File: src/hw/rtl/dmht_pkg.sv
// ----------------------------------------------------------------------------
// dmht_pkg
// Types and constants shared by the direct-mapped hash table core and its
// slot divider and entry store.
// ----------------------------------------------------------------------------
package dmht_pkg;

	localparam int KEY_W   = 64;
	localparam int CAP_W   = 17;
	localparam int CNT_W   = $clog2(KEY_W);
	localparam int SCORE_W = 16;
	localparam int DEPTH_W = 8;
	localparam int BOUND_W = 2;
	localparam int MOVE_W  = 16;

	localparam logic [CAP_W-1:0] CAP_RESET = 17'd65521;

	typedef enum logic [1:0] {
		ACT_PROBE = 2'd0,
		ACT_STORE = 2'd1,
		ACT_CLEAR = 2'd2,
		ACT_NONE  = 2'd3
	} action_t;

	typedef struct packed {
		logic [KEY_W-1:0]          key;
		logic [MOVE_W-1:0]         move;
		logic [BOUND_W-1:0]        bound;
		logic [DEPTH_W-1:0]        depth;
		logic signed [SCORE_W-1:0] score;
	} entry_t;

	typedef struct packed {
		logic wr_en;
		logic rd_en;
	} store_ctl_t;

endpackage

File: src/hw/rtl/dmht_mod_unit.sv
// ----------------------------------------------------------------------------
// dmht_mod_unit
// Bit-serial restoring remainder of a 64-bit key by the slot count, one key
// bit per cycle; done pulses for one cycle when the remainder is ready.
// ----------------------------------------------------------------------------
module dmht_mod_unit
	import dmht_pkg::*;
#(
	parameter int DIV_W = 17
) (
	input  logic             clk,
	input  logic             arst_n,
	input  logic             start,
	input  logic [KEY_W-1:0] dividend,
	input  logic [DIV_W-1:0] divisor,
	output logic             done,
	output logic [DIV_W-2:0] rem
);

	logic [KEY_W-1:0] key_q;
	logic [DIV_W-1:0] div_q;
	logic [DIV_W-1:0] rem_q;
	logic [CNT_W-1:0] cnt_q;
	logic             busy_q;
	logic             done_q;

	logic [DIV_W:0]   trial;
	logic [DIV_W:0]   diff;
	logic [DIV_W-1:0] rem_next;

	always_comb begin
		trial    = {rem_q, key_q[KEY_W-1]};
		diff     = trial - {1'b0, div_q};
		rem_next = (trial >= {1'b0, div_q}) ? diff[DIV_W-1:0] : trial[DIV_W-1:0];
	end

	always_ff @(posedge clk or negedge arst_n) begin
		if (!arst_n) begin
			busy_q <= 1'b0;
			done_q <= 1'b0;
			cnt_q  <= '0;
		end else begin
			done_q <= 1'b0;
			if (start) begin
				busy_q <= 1'b1;
				cnt_q  <= '0;
			end else if (busy_q) begin
				cnt_q <= cnt_q + 1'b1;
				if (cnt_q == CNT_W'(KEY_W - 1)) begin
					busy_q <= 1'b0;
					done_q <= 1'b1;
				end
			end
		end
	end

	always_ff @(posedge clk) begin
		if (start) begin
			key_q <= dividend;
			div_q <= divisor;
			rem_q <= '0;
		end else if (busy_q) begin
			key_q <= {key_q[KEY_W-2:0], 1'b0};
			rem_q <= rem_next;
		end
	end

	assign done = done_q;
	assign rem  = rem_q[DIV_W-2:0];

endmodule

File: config.mk
export PLATFORM = sky130hd
export DESIGN_NAME = dmht_mod_unit
export DESIGN_NICKNAME = d
export VERILOG_FILES = /design/src/hw/rtl/dmht_pkg.sv /design/src/hw/rtl/dmht_mod_unit.sv
export SDC_FILE = /design/constraint.sdc
export NUM_CORES = 1
export LEC_CHECK = 0
export BUFFER_PORTS_ARGS = -buffer_cell sky130_fd_sc_hd__buf_2
export CELL_PAD_IN_SITES_DETAIL_PLACEMENT = 0
export CELL_PAD_IN_SITES_GLOBAL_PLACEMENT = 1
export CORE_AREA = 2 2 154 156
export DETAILED_ROUTE_END_ITERATION = 16
export DIE_AREA = 0 0 156 158
export HOLD_SLACK_MARGIN = 0.08
export PLACE_DENSITY = 0.43
export SLEW_MARGIN = 40
export SYNTH_ARGS = -nofsm -noshare
export SYNTH_HDL_FRONTEND = slang
export SYNTH_SLANG_ARGS = --single-unit
File: constraint.sdc
create_clock -name clk -period 6.5 [get_ports clk]
set_clock_uncertainty 0.1 [all_clocks]
set_input_delay 1.95 -clock clk [delete_from_list [all_inputs] [get_ports clk]]
set_output_delay 1.95 -clock clk [all_outputs]
set_load 0.01 [all_outputs]
==> summary.md <==
| Metric | Value |
|---|---|
| Row cnt | 56 |
| Rel. slew slack | 0.494 |
| Critical path type | input port to register |
| Post-synth top cells | edfxtp_1, mux2_1, mux2_2, inv_1, nor2_1 |
| Peak VDD IR | ~0.00014 V |
| Pint | 1.45 mW |
| Fmax | around 0.26 GHz |
| Layout cells sized above 1 | 0.310 |
| Initial antenna violation count | 5 |
| Post-synth top area share | 0.450 |
| Via density | ~4.4 |
| Reg2reg end | rem_q[14] |
| Initial cell density of the core | 0.234 |
| Post-route setup TNS | 0 ns |
| Clock Tree Buf Depth | 2 |
| Flops & latches, synth | 106 |
| Die area | 0.0246 mm2 |
| Synth Instances | 424 |
| Clock slew seen by the registers of the worst setup and hold paths | 0.08 ns |
| Root buf cell | clkbuf_16 |
| Final Hold Viols | 0 |
| Tmin final | 3.81 ns |
| Finish-stage setup viols | 0 |
| Crit end category | register |
| CTS tree | done |
| Tcrit/Tclk final | 0.587 |
| Compound-Gate Fraction of Synth Area | 0.104 |
| Vias in the first global route | 3674 |
| EDFF count, synth | slightly above 80 |
| GPL Wtd Cong | between 0.7 and 0.8 |
| CP max-delay cell | nand2_4 |
| Flop pwr share | 0.406 |
| Yosys warns | 0 |
| Cell repeated most along the worst path | buf_4 |
| Post-route ant nets | 0 |
| Insertion delay to the later sink of the worst-skew pair | approximately 0.35 ns |
| Tot GR Track Use | 0.107 |
| Post-synth ARST share | 0.0755 |
| Number of detailed-route iterations in the first pass | 6 |
| Vias post-DR | 3487 |
| I/O Pins | slightly above 100 |
| Startpoint Class | input port |
| Unrepaired setup endpoints after global routing | false |
| CTS sink cnt | 106 |
| Remaining Overflow, GRT | 0 |
| Actual transition at the worst max-transition pin | 0.755 ns |
| Post-CTS sizing | 0 |
| CP required | approximately 6.4 ns |
| CTS H-Tree Depth | 3 |
| Synth Area in XOR/XNOR | 0.0259 |
| Die width | 156 um |
| Synth area leaders | edfxtp_1, mux2_1, dfxtp_1 |
| Leak | 2.63 nW |
| Post-Synth Adder-Cell Area | 0.0454 |
| Hold slack final | between 0.4 and 0.5 ns |
| Worst Path Arrival | about 3.8 ns |
| Synth Cell Area | 0.00541 mm2 |
| Detailed Place HPWL | about 9000 um |
| Post-Route WL | around 13000 um |
| CP Launch Point | start |
| Mux cell area share after synthesis | 0.150 |
| Worst-path cell chain | buf_4 -> inv_2 -> nand2_4 -> buf_4 |
| Inst Count DP | 781 |
| Worst path bufs/invs | 3 |
| Gate power share | 0.316 |
| Power Total | 2.20 mW |
| Fin. max-slew vios | 0 |
| Max_cap viols | 0 |
| WL/cell | between 15 and 20 um |
| Largest net degree at the start of global routing | 60 |
| Power Dens Cells | 342 mW/mm2 |
| Largest family of logic cells by synthesized area | multiplexers |
| Sw Ratio | 0.338 |
| Post-synthesis simple-gate area fraction | 0.0699 |
| Crit path to | key_q[63] |
| Synth area leader | edfxtp_1 |
| Most common cell in the netlist | edfxtp_1 |
| CP peak stage delay | 0.56 ns |
| Syn Area/Cell | 12.7 um2 |
| WP depth | 4 |
| CTS Buf Count | 9 |
| Critical path's top delay family | buffers and inverters |
| Worst hold path class | register to register |
| Final nets | 605 |
| Worst r2r src | key_q[63] |
| Switching Power | 0.743 mW |
| Crit-path max FO | 59 |
| Setup ws final | 2.69 ns |
| Status | finished, final reports clean |
| Area added between synthesis and finish | 18.8% |
| Port buffer count | 100 |
| Final Instance Count excl. Fillers | around 800 |
| Top FF cell, synth | edfxtp_1 |
| Sequential fraction of the synthesis area | 0.550 |
| Global-route wire length before repair | roughly 20000 um |
| Library cells used by synthesis | 61 |
| Worst reg2reg path depth | 10 |
| DRC | 0 |
| # hold bufs at CTS | 0 |
| 1st-iter DRT viols | 171 |
| Setup slack, reg-to-reg | approximately 3.5 ns |
| Core area | 0.0231 mm2 |
| Clock share of power | 0.278 |
| Post-CTS Setup Repair Bufs | 0 |
| Place WS | 2.20 ns |
| Die Y | roughly 160 um |
| Synthesized Nets | 527 |
[layout make-up]
cell class              instances  area (um2)
repair buffers                103         526
flip-flops and latches        106        2970
fillers                      2403       16600
clock buffers                   9         225
diodes                          1        2.50
multi-input cells             260        2140
clock inverters                 7         108
well taps                     290         363
inverters                      22        82.6
[cells in the final DEF, fill, tap and decap left out, types with 2 or more instances in the layout]
| cell | Yosys | routed |
|---|---|---|
| and3_1 | 7 | 7 |
| o21ai_1 | 2 | 2 |
| dfrtp_1 | 8 | 8 |
| buf_4 | 17 | 4 |
| mux2_1 | 33 | 33 |
| o211ai_1 | 2 | 2 |
| buf_2 | 4 | 99 |
| clkbuf_16 | 0 | 9 |
| and2_1 | 2 | 2 |
| a221oi_1 | 2 | 2 |
| nand4_1 | 3 | 3 |
| a311o_1 | 3 | 3 |
| xnor2_1 | 9 | 9 |
| a211oi_1 | 12 | 12 |
| a21oi_1 | 17 | 17 |
| nand2b_1 | 3 | 3 |
| nor2b_1 | 3 | 3 |
| nand3_1 | 7 | 7 |
| nor2_1 | 20 | 20 |
| or4_1 | 2 | 2 |
| clkinv_8 | 0 | 3 |
| nor3_1 | 8 | 8 |
| mux2i_1 | 10 | 10 |
| o21ai_0 | 10 | 10 |
| dfxtp_1 | 17 | 17 |
| mux2_2 | 30 | 30 |
| a21o_1 | 8 | 8 |
| edfxtp_1 | 81 | 81 |
| ha_1 | 18 | 18 |
| nand2_1 | 13 | 12 |
| a221o_1 | 2 | 2 |
| inv_1 | 21 | 21 |
| xor2_1 | 7 | 7 |
[worst min-delay path by stage]
stage,from,endpoint,depth (start not counted)
final,rem_q[16],rem_q[16],2
after global routing,rem_q[3],rem_q[3],2
after CTS,rem_q[16],rem_q[16],2
after detailed placement,rem_q[16],rem_q[16],2
after global placement,rem_q[16],rem_q[16],2
after floorplan,rem_q[16],rem_q[16],2
[registers in the layout, summed over array words and instances, names as in the netlist]
register / flops
key_q: 64
div_q: 17
rem_q: 17
cnt_q: 6
busy_q: 1
done: 1
[through the flow]
stage | instance area, um2 | utilization
2_1_floorplan | 5410 | -
3_3_place_gp | 6080 | 0.264
3_5_place_dp | 6090 | 0.264
4_1_cts | 6420 | 0.278
5_1_grt | 6420 | 0.278
6_report | 6420 | 0.279
[per-layer routing]
layer  routed length [um]  GRT usage
met1                 5870      0.137
met2                 5910      0.172
met3                  885     0.0419
met4                   48     0.0223
met5                   28          0
[kinds of logic after synthesis]
kind of cell             Yosys count
AND/OR/NAND/NOR                   75
AO/OA/AOI/OAI                     77
adder cells (fa/ha/maj)           19
multiplexers                      73
buffers and inverters             58
flip-flops                       106
XOR/XNOR                          16
[tightest hold or removal path, stage by stage, from the launching register on]
cell and delay [ns]:
dfxtp_1 0.33, a32oi_1 0.09, o21ai_1 0.06
[power by group through the flow]
stage	Clock, mW	Sequential (mW)	Combinational (mW)
3_5_place_dp	0	0.909	0.707
4_1_cts	0.640	0.895	0.710
5_1_grt	0.664	0.907	0.777
6_report	0.611	0.891	0.693
2_1_floorplan	0	0.886	0.577
3_3_place_gp	0	0.911	0.707
Power figures use the tool's default switching activity.
